### src/hdl/ndd_pkg.sv
`timescale 1ns / 1ps

package ndd_pkg;

	localparam int MAX_NODES_DEF = 16;

	localparam int DATA_W  = 32;
	localparam int COEFF_W = 64;
	localparam int DIFF_W  = DATA_W + 1;
	localparam int CFG_W   = 5;
	localparam int IDX_W   = 4;
	localparam int Y_SHIFT = 24;
	localparam int Q_SHIFT = 16;

	localparam logic [CFG_W-1:0] NODE_COUNT_RST = 5'd11;

	localparam logic OP_LOAD = 1'b0;
	localparam logic OP_EVAL = 1'b1;

	localparam logic [1:0] ST_OK  = 2'd0;
	localparam logic [1:0] ST_DUP = 2'd1;
	localparam logic [1:0] ST_SAT = 2'd2;

	localparam logic [1:0] WSEL_LOAD = 2'd0;
	localparam logic [1:0] WSEL_ZERO = 2'd1;
	localparam logic [1:0] WSEL_QUOT = 2'd2;

	typedef struct packed {
		logic       load;
		logic       cap_query;
		logic       latch_a;
		logic       latch_diff;
		logic       div_start;
		logic       c_we;
		logic [1:0] c_wsel;
		logic       ev_init;
		logic       mul_prep;
		logic       mul_lo;
		logic       mul_hi;
		logic       mul_fin;
		logic       acc_add;
		logic       out_load;
		logic       out_dup;
	} ndd_cmd_t;

	typedef struct packed {
		logic div_busy;
		logic dx_zero;
		logic out_free;
	} ndd_stat_t;

endpackage

### src/hdl/ndd_ctrl.sv
`timescale 1ns / 1ps

module ndd_ctrl #(
	parameter int MAX_NODES = ndd_pkg::MAX_NODES_DEF,
	localparam int AW = (MAX_NODES > 1) ? $clog2(MAX_NODES) : 1
) (
	input  logic                          clk,
	input  logic                          arst_n,
	input  logic                          in_valid,
	output logic                          in_stall,
	input  logic                          opcode,
	input  logic [ndd_pkg::IDX_W-1:0]     node_index,
	input  logic                          cfg_we,
	input  logic [ndd_pkg::CFG_W-1:0]     cfg_wdata,
	input  ndd_pkg::ndd_stat_t            stat,
	output ndd_pkg::ndd_cmd_t             cmd,
	output logic [AW-1:0]                 waddr,
	output logic [AW-1:0]                 x_raddr,
	output logic [AW-1:0]                 c_raddr
);

	localparam int NW = $clog2(MAX_NODES + 1);

	localparam logic [3:0] S_IDLE     = 4'd0;
	localparam logic [3:0] S_RB_A     = 4'd1;
	localparam logic [3:0] S_RB_B     = 4'd2;
	localparam logic [3:0] S_RB_C     = 4'd3;
	localparam logic [3:0] S_RB_D     = 4'd4;
	localparam logic [3:0] S_RB_DIV   = 4'd5;
	localparam logic [3:0] S_RB_NEXT  = 4'd6;
	localparam logic [3:0] S_EV_START = 4'd7;
	localparam logic [3:0] S_EV_INIT  = 4'd8;
	localparam logic [3:0] S_EV_RD    = 4'd9;
	localparam logic [3:0] S_EV_M0    = 4'd10;
	localparam logic [3:0] S_EV_M1    = 4'd11;
	localparam logic [3:0] S_EV_M2    = 4'd12;
	localparam logic [3:0] S_EV_M3    = 4'd13;
	localparam logic [3:0] S_EV_ADD   = 4'd14;
	localparam logic [3:0] S_FINISH   = 4'd15;

	logic [3:0]               state_q, state_d;
	logic [ndd_pkg::CFG_W-1:0] node_count_q;
	logic                     cvalid_q;
	logic                     dup_q;
	logic [AW-1:0]            i_q, j_q, k_q;
	logic [NW-1:0]            n_sel;
	logic [AW-1:0]            n_m1, n_m2;
	logic                     accept;
	logic                     load_ok;

	always_comb begin
		if (node_count_q < ndd_pkg::CFG_W'(2)) begin
			n_sel = NW'(2);
		end else if (32'(node_count_q) > 32'(MAX_NODES)) begin
			n_sel = NW'(MAX_NODES);
		end else begin
			n_sel = NW'(node_count_q);
		end
	end

	assign n_m1    = AW'(n_sel - NW'(1));
	assign n_m2    = AW'(n_sel - NW'(2));
	assign accept  = in_valid && (state_q == S_IDLE);
	assign load_ok = 32'(node_index) < 32'(MAX_NODES);
	assign in_stall = (state_q != S_IDLE);

	always_comb begin
		cmd     = '0;
		state_d = state_q;
		waddr   = i_q;
		x_raddr = i_q;
		c_raddr = i_q;
		case (state_q)
			S_IDLE: begin
				waddr = AW'(node_index);
				cmd.c_wsel = ndd_pkg::WSEL_LOAD;
				if (accept) begin
					if (opcode == ndd_pkg::OP_LOAD) begin
						cmd.load = load_ok;
					end else begin
						cmd.cap_query = 1'b1;
						state_d = cvalid_q ? S_EV_START : S_RB_A;
					end
				end
			end
			S_RB_A: begin
				state_d = S_RB_B;
			end
			S_RB_B: begin
				x_raddr = i_q - j_q;
				c_raddr = i_q - AW'(1);
				cmd.latch_a = 1'b1;
				state_d = S_RB_C;
			end
			S_RB_C: begin
				cmd.latch_diff = 1'b1;
				state_d = S_RB_D;
			end
			S_RB_D: begin
				if (stat.dx_zero) begin
					cmd.c_we   = 1'b1;
					cmd.c_wsel = ndd_pkg::WSEL_ZERO;
					state_d = S_RB_NEXT;
				end else begin
					cmd.div_start = 1'b1;
					state_d = S_RB_DIV;
				end
			end
			S_RB_DIV: begin
				if (!stat.div_busy) begin
					cmd.c_we   = 1'b1;
					cmd.c_wsel = ndd_pkg::WSEL_QUOT;
					state_d = S_RB_NEXT;
				end
			end
			S_RB_NEXT: begin
				if (i_q == j_q && j_q == n_m1) begin
					state_d = S_EV_START;
				end else begin
					state_d = S_RB_A;
				end
			end
			S_EV_START: begin
				c_raddr = n_m1;
				state_d = dup_q ? S_FINISH : S_EV_INIT;
			end
			S_EV_INIT: begin
				cmd.ev_init = 1'b1;
				state_d = S_EV_RD;
			end
			S_EV_RD: begin
				x_raddr = k_q;
				c_raddr = k_q;
				state_d = S_EV_M0;
			end
			S_EV_M0: begin
				cmd.mul_prep = 1'b1;
				state_d = S_EV_M1;
			end
			S_EV_M1: begin
				cmd.mul_lo = 1'b1;
				state_d = S_EV_M2;
			end
			S_EV_M2: begin
				cmd.mul_hi = 1'b1;
				state_d = S_EV_M3;
			end
			S_EV_M3: begin
				cmd.mul_fin = 1'b1;
				state_d = S_EV_ADD;
			end
			S_EV_ADD: begin
				cmd.acc_add = 1'b1;
				state_d = (k_q == '0) ? S_FINISH : S_EV_RD;
			end
			S_FINISH: begin
				cmd.out_dup = dup_q;
				if (stat.out_free) begin
					cmd.out_load = 1'b1;
					state_d = S_IDLE;
				end
			end
			default: begin
				state_d = S_IDLE;
			end
		endcase
	end

	always_ff @(posedge clk or negedge arst_n) begin
		if (!arst_n) begin
			state_q      <= S_IDLE;
			node_count_q <= ndd_pkg::NODE_COUNT_RST;
			cvalid_q     <= 1'b0;
			dup_q        <= 1'b0;
			i_q          <= '0;
			j_q          <= '0;
			k_q          <= '0;
		end else begin
			state_q <= state_d;
			if (cfg_we) begin
				node_count_q <= cfg_wdata;
			end
			case (state_q)
				S_IDLE: begin
					if (accept) begin
						if (opcode == ndd_pkg::OP_LOAD) begin
							if (load_ok) begin
								cvalid_q <= 1'b0;
							end
						end else if (!cvalid_q) begin
							dup_q <= 1'b0;
							j_q   <= AW'(1);
							i_q   <= n_m1;
						end
					end
				end
				S_RB_D: begin
					if (stat.dx_zero) begin
						dup_q <= 1'b1;
					end
				end
				S_RB_NEXT: begin
					// Each column of the table runs from the top row down to row j.
					if (i_q == j_q) begin
						if (j_q == n_m1) begin
							cvalid_q <= 1'b1;
						end else begin
							j_q <= j_q + AW'(1);
							i_q <= n_m1;
						end
					end else begin
						i_q <= i_q - AW'(1);
					end
				end
				S_EV_INIT: begin
					k_q <= n_m2;
				end
				S_EV_ADD: begin
					if (k_q != '0) begin
						k_q <= k_q - AW'(1);
					end
				end
				default: begin
				end
			endcase
		end
	end

endmodule

### config.mk
export PLATFORM = sky130hd
export DESIGN_NAME = ndd_ctrl
export DESIGN_NICKNAME = d
export VERILOG_FILES = /design/src/hdl/ndd_pkg.sv /design/src/hdl/ndd_ctrl.sv
export SDC_FILE = /design/constraint.sdc
export NUM_CORES = 1
export LEC_CHECK = 0
export ABC_AREA = 1
export BUFFER_PORTS_ARGS = -buffer_cell sky130_fd_sc_hd__buf_2
export CORE_MARGIN = 2
export CORE_UTILIZATION = 35
export DETAILED_ROUTE_END_ITERATION = 10
export PLACE_DENSITY = 0.67
export SLEW_MARGIN = 25
export SYNTH_ARGS = -nofsm -noshare
export SYNTH_HDL_FRONTEND = slang
export SYNTH_SLANG_ARGS = --single-unit
### constraint.sdc
create_clock -name clk -period 2.3 [get_ports clk]
set_input_delay 0.46 -clock clk [delete_from_list [all_inputs] [get_ports clk]]
set_output_delay 0.46 -clock clk [all_outputs]
set_load 0.005 [all_outputs]
==> Yosys cells after proc, flatten, opt, wreduce, memory -nomap -nowiden <==
Cells that the tools add are included.
{ "totals": {"out_inout_bits": 29, "input_bits": 17, "register_bits": 23, "word_cells": 118} }
{ "classes": {"muxes": 59, "add_sub_neg": 6, "reduce_logical": 15, "n_eq_ne": 29, "order_cmp": 2} }
{ "op_table": {"columns": ["op", "n"], "rows": [
  ["$mux W4", 18],
  ["$pmux W4 S16", 1],
  ["$eq A4 B4 Y1 const B", 8],
  ["$pmux W4 S2", 4],
  ["$ne A2 B2 Y1 const B", 11],
  ["$mux W1", 21],
  ["$mux W3", 6],
  ["$eq A4 B3 Y1 const B", 4],
  ["$reduce_and A5 Y1", 3],
  ["$pmux W4 S3", 1],
  ["$sub A4 B1 Y4 const B", 3],
  ["$eq A4 B2 Y1 const B", 2],
  ["$eq A4 B4 Y1", 2],
  ["$logic_not A4 Y1", 2],
  ["$mux W2", 4],
  ["$reduce_bool A4 Y1", 2],
  ["$pmux W1 S2", 3],
  ["$reduce_and A6 Y1", 1],
  ["$reduce_bool A2 Y1", 3],
  ["$gt A5 B5 Y1 const B", 1],
  ["$lt A5 B2 Y1 const B", 1],
  ["$add A4 B1 Y4 const B", 1],
  ["$eq A4 B1 Y1 const B", 1],
  ["$pmux W2 S2", 1],
  ["6 further kinds", 7]
]} }

==> Longest topological paths before layout <==
{ "depth": {"word_depth": 8, "depth_mapped": 14, "mapped_depth_nobuf": 14} }

==> Least setup slack after synthesis <==
OpenSTA, ideal clock, no wires.
{ "synth_timing": {"path_type": "register to register", "from": "reg node_count_q[1] (netlist name)", "to": "reg i_q[0]", "t_arrival_ns": 1.896, "period_less_slack_ns": 1.970, "path_slack_ns": 0.330, "stages_incl_launch_ff": 14, "setup_ns": 0.074, "n_path_buf": 0, "required_ns": 2.226, "cell_sequence": "dfstp_2 -> inv_1 -> o21ai_0 -> inv_1 -> ha_1 -> xor2_1 -> nand2_1 -> nor2_1 -> nand2_1 -> nor2_4 -> nand4_4 -> nand2_4 -> nand2_1 -> o21ai_2"} }
{ "synth_via": {"elab_chain_cells": 8, "word_cells_on_any_way": 14, "classes_between": "1 x add/sub; 2 x order compare; 2 x eq/ne; 8 x mux; 1 x reduce/logical"} }
{ "synth_rtl": {"columns": ["item", "line_no", "source"], "rows": [
  ["start: declaration", "ndd_ctrl.sv:42", "logic [ndd_pkg::CFG_W-1:0] node_count_q;"],
  ["start signal: assignment", "ndd_ctrl.sv:172", "node_count_q <= ndd_pkg::NODE_COUNT_RST;"],
  ["start signal: assignment", "ndd_ctrl.sv:181", "node_count_q <= cfg_wdata;"],
  ["$gt A5 B5 Y1", "ndd_ctrl.sv:54", "end else if (32'(node_count_q) > 32'(MAX_NODES)) begin"],
  ["$mux W4", "ndd_ctrl.sv:54", null],
  ["$mux W4 *", "ndd_ctrl.sv:52", "if (node_count_q < ndd_pkg::CFG_W'(2)) begin"],
  ["$sub A4 B1 Y4 *", "ndd_ctrl.sv:61", "assign n_m1 = AW'(n_sel - NW'(1));"],
  ["parallel branches: the longest is 4 deep, another holds $reduce_and A5 Y1", null, null],
  ["end signal: assignment", "ndd_ctrl.sv:193", "i_q <= n_m1;"],
  ["end signal: assignment", "ndd_ctrl.sv:209", "i_q <= n_m1;"],
  ["end signal: assignment", "ndd_ctrl.sv:212", "i_q <= i_q - AW'(1);"],
  ["end: declaration", "ndd_ctrl.sv:45", "logic [AW-1:0] i_q, j_q, k_q;"]
]} }
Every way passes the cells marked *. The select of a mux whose other input is x is not followed.
A chain may end at the register's enable or synchronous reset.

==> Worst setup path in the final report <==
{ "layout_timing": {"from": "reg node_count_q[3] (netlist name)", "to": "out c_raddr[3]"} }
{ "layout_via": {"elab_chain_cells": 5, "word_cells_on_any_way": 6, "classes_between": "1 x add/sub; 2 x order compare; 3 x mux"} }
{ "layout_rtl": {"columns": ["item", "line_no", "source"], "rows": [
  ["$gt A5 B5 Y1", "ndd_ctrl.sv:54", null],
  ["$mux W4", "ndd_ctrl.sv:54", null],
  ["$mux W4 *", "ndd_ctrl.sv:52", null],
  ["$sub A4 B1 Y4 *", "ndd_ctrl.sv:61", null],
  ["$pmux W4 S3 *", "ndd_ctrl.sv:73", "case (state_q)"],
  ["end: declaration", "ndd_ctrl.sv:19", "output logic [AW-1:0] c_raddr"]
]} }
Mark *: on every way between the ends. The rest lies on a longest branch, timed or not.

==> out/summary.md <==
Yosys
- number of synthesis warnings: 0
- number of distinct standard cells referenced by the synthesized netlist: 33
- xor/xnor cell area share of the yosys netlist: 3.94%
- share of Yosys cell area claimed by the top area cell type: 25.0%
- Synthesized Nets: 325
- post-synthesis mux area share: 1.13%
- mean cell area of the mapped netlist: 6.73 um2
- number of cells produced by synthesis: 297
- basic-gate share of the synthesized area counting and, or, nand and nor cells: 33.0%
- synthesized-area fraction occupied by adder cells: 7.26%
- post-synthesis sequential area ratio: 29.0%
- post-synthesis compound-gate area fraction: 16.3%
- post-synth top area cell: dfrtp_1
- Yosys reg bits: 23
- synth top area cells: dfrtp_1 (25%), nand2_1 (14%), inv_1 (7.9%), nor2_1 (6.6%), ha_1 (6.3%)
- cell area after synthesis: 0.00200 mm2
- combinational family with the most area after synthesis: simple AND/OR/NAND/NOR gates

Power
- leak pwr: 1.38 nW
- worst vdd rail ir drop: 0.494 mV
- power density normalized to cell area: 1140 mW/mm2

Worst setup path
- maximum fanout count along the critical path: 4
- cell with the biggest individual delay on the critical path: dfstp_2
- stage delay of the slowest cell on the critical path: 0.57 ns
- sequence of cells on the critical path: nor2_2 > nand2_2 > o21ai_2 > inv_2 > ha_4 > nand3_4 > nand2_2 > nand2_2 > nand2_2 > nand2_1 > o2111ai_2 > buf_2
- Worst Setup Path Type: reg -> out
- cell seen most often among critical-path stages: nand2_2
- origin of the critical flop-to-flop path: node_count_q[4]$_DFFE_PN0P_
- data arrival time of the worst path: 1.94 ns
- Worst Path Buf+Inv: 2
- category of cells accounting for the largest share of critical-path delay: flip-flops
- Register-to-Register Setup Slack: -0.04 ns
- critical path required time: 1.84 ns
- FF-to-FF End: i_q[1]$_DFFE_PN0P_
- path depth of the worst reg2reg path: 17
- Startpoint Class: register
- kind of capture point of the worst setup path: primary output

Clocking
- number of buffers on the longest clock path: 2
- number of levels the H-tree was split into: 1
- total CTS buffers: 3
- Post-CTS Hold Buffers: 0
- clock tree from TritonCTS: yes
- CTS clk-pin slew, worst paths: 0.09 ns
- library cell used as clock root buffer: clkbuf_8
- clock latency at the later pin of the worst-skew pair: 0.27 ns
- CTS Sinks: 23

Global routing
- wire length of the first global-routing pass: 9280 um
- pin count of the biggest net entering global routing: 24
- initial antenna violation count: 0
- number of global-route vias before repair: 2,020
- remaining global-route overflow: 0
- overall track demand over capacity in global routing: 18.4%

Die
- Die ar.: 0.00633 mm2
- core area: 0.00551 mm2
- initial core utilization: 36.3%
- count of boundary I/O pins: 46
- overall die width: 79.6 um
- # rows: 27
- Die Y-Extent: 79.6 um

Outcome
- status: complete, but fails checks
- failing checks: negative setup slack

STA
- total setup violations reported at the end of the flow: 7
- post-route setup TNS: -0.288 ns
- Final WS setup: -0.105 ns
- RSZ-0062 raised after global routing: yes
- Hold Violations, Final: 0
- number of pins exceeding their max-slew limit in the final report: 0
- portion of the clock cycle consumed by the worst path in the final layout: 105%
- relative slew slack: 62.7%
- Max Clock Skew: 0.00257 ns
- measured slew at the worst slew-check pin: 0.560 ns
- post-route minimum period: 2.40 ns
- maximum clock frequency: 416 MHz

Cells and area
- most frequent standard cell in the layout excluding fill and tap cells: nand2_1
- P&R area growth vs syn: 41.1%
- nets@finish: 406
- share of final-layout standard cells stronger than drive strength 1: 41.6%
- commonest cells after routing, fill and taps aside: nand2_1 (62), buf_2 (45), inv_1 (34), buf_4 (32), nor2_1 (29)
- n_diodes: 0
- final cell area excluding filler cells: 0.00282 mm2

Route
- average wire per standard cell: 13.6 um
- Routed Wire Length: 6080 um
- number of design rule violations left after detail routing: 0
- total via count in the routed design: 2,221
- Final ANT Viol Nets: 0
- DRC violation total after the first TritonRoute iteration: 80
- router iterations before antenna repair: 4
- vias per std cell: 4.95

Placement
- Final Wtd Congestion: 0.860
- number of input and output port buffers inserted: 45
- post-detailed-placement cell area: 0.00235 mm2
- HPWL after detailed placement: 4220 um
- worst slack at placement: 0.0720 ns

Min path
- worst min path class: in -> async

Flow run
- max capacitance violation total: 0

-- final cells by class --
class                           instances  area, um2
Inverter                               48        180
Tap cell                               72       90.1
Fill cell                             525       2690
Clock buffer                            4       45.0
Multi-Input combinational cell        224       1440
Timing Repair Buffer                   78        477
Sequential cell                        23        583
-- worst register-to-register path, delay by kind of cell (launching register included) --
kind | cells | cell delay, ns
buf+inv | 4 | 0.48
fa+ha+maj | 1 | 0.18
compound gates | 2 | 0.13
simple gates | 10 | 1.04
flops | 1 | 0.44
-- metal layers --
| metal | vias up | track usage (%) | wire length [um] |
|---|---|---|---|
| met5 | - | 0 | 0 |
| met4 | 0 | 6.72 | 103 |
| met3 | 9 | 1.81 | 220 |
| met2 | 50 | 31.7 | 3180 |
| met1 | 1037 | 23.8 | 2580 |
| li1 | 1125 | - | - |
-- state kept, by name, summed over array words and instances (netlist names) --
name	count
dup_q	1
i_q	4
cvalid_q	1
node_count_q	5
j_q	4
state_q	4
k_q	4
-- cells in the mapped netlist (all sizes together) --
master / instances
a21oi: 12
mux2: 2
o21ai: 31
a2111oi: 1
a211oi: 1
ha: 10
nor3: 2
o211ai: 3
inv: 47
o22ai: 1
nand2: 79
nand4: 2
o221ai: 3
fa: 1
xnor2: 3
dfstp: 3
nand3: 20
clkinv: 1
a22oi: 2
dfrtp: 20
nor2: 43
xor2: 6
clkbuf: 2
or2: 1
o2111ai: 1
-- cell families (layout without fill, tap and decap cells) --
kind of cell,Yosys count,after routing
XOR/XNOR,9,9
buffers and inverters,50,130
AO/OA/AOI/OAI,55,55
adder cells (fa/ha/maj),11,11
flip-flops,23,23
AND/OR/NAND/NOR,147,147
multiplexers,2,2
-- metrics by stage --
step / hold WS, ns / utilization [%] / total power, mW / cells
after floorplan: 0.164 / - / 1.90 / 297
after global placement: 0.481 / 42.7 / 2.47 / 418
after detailed placement: 0.483 / 42.7 / 2.51 / 418
after CTS: 0.178 / 46.9 / 2.92 / 434
after global routing: 0.206 / 51.2 / 3.53 / 449
final: 0.170 / 51.2 / 3.23 / 449
-- power by group --
| group | switching, mW | leakage, nW | internal (mW) | total, mW |
|---|---|---|---|---|
| Combinational | 1.31 | 1.08 | 0.945 | 2.26 |
| Clock | 0.139 | 0.0228 | 0.124 | 0.263 |
| Sequential | 0.146 | 0.275 | 0.558 | 0.703 |
| Total | 1.60 | 1.38 | 1.63 | 3.23 |
-- worst max path at each step --
| stage | start | end | slack, ns | cells after the start |
|---|---|---|---|---|
| global route | node_count_q[3]$_DFFE_PN1P_ | c_raddr[3] | -0.20 | 12 |
| detailed placement | i_q[0]$_DFFE_PN0P_ | x_raddr[2] | 0.07 | 6 |
| CTS | node_count_q[3]$_DFFE_PN1P_ | c_raddr[3] | -0.05 | 12 |
| floorplan | node_count_q[1]$_DFFE_PN1P_ | i_q[0]$_DFFE_PN0P_ | 0.33 | 13 |
| global placement | i_q[0]$_DFFE_PN0P_ | x_raddr[2] | 0.12 | 6 |
| finish | node_count_q[3]$_DFFE_PN1P_ | c_raddr[3] | -0.10 | 12 |
-- repair_timing --
item	4_1_cts	5_1_grt
pin swaps	9	16
setup buffers	12	15
setup endpoints to repair	7	19
gates resized for setup	28	35
Note: power is estimated with default switching activity, not from simulation.
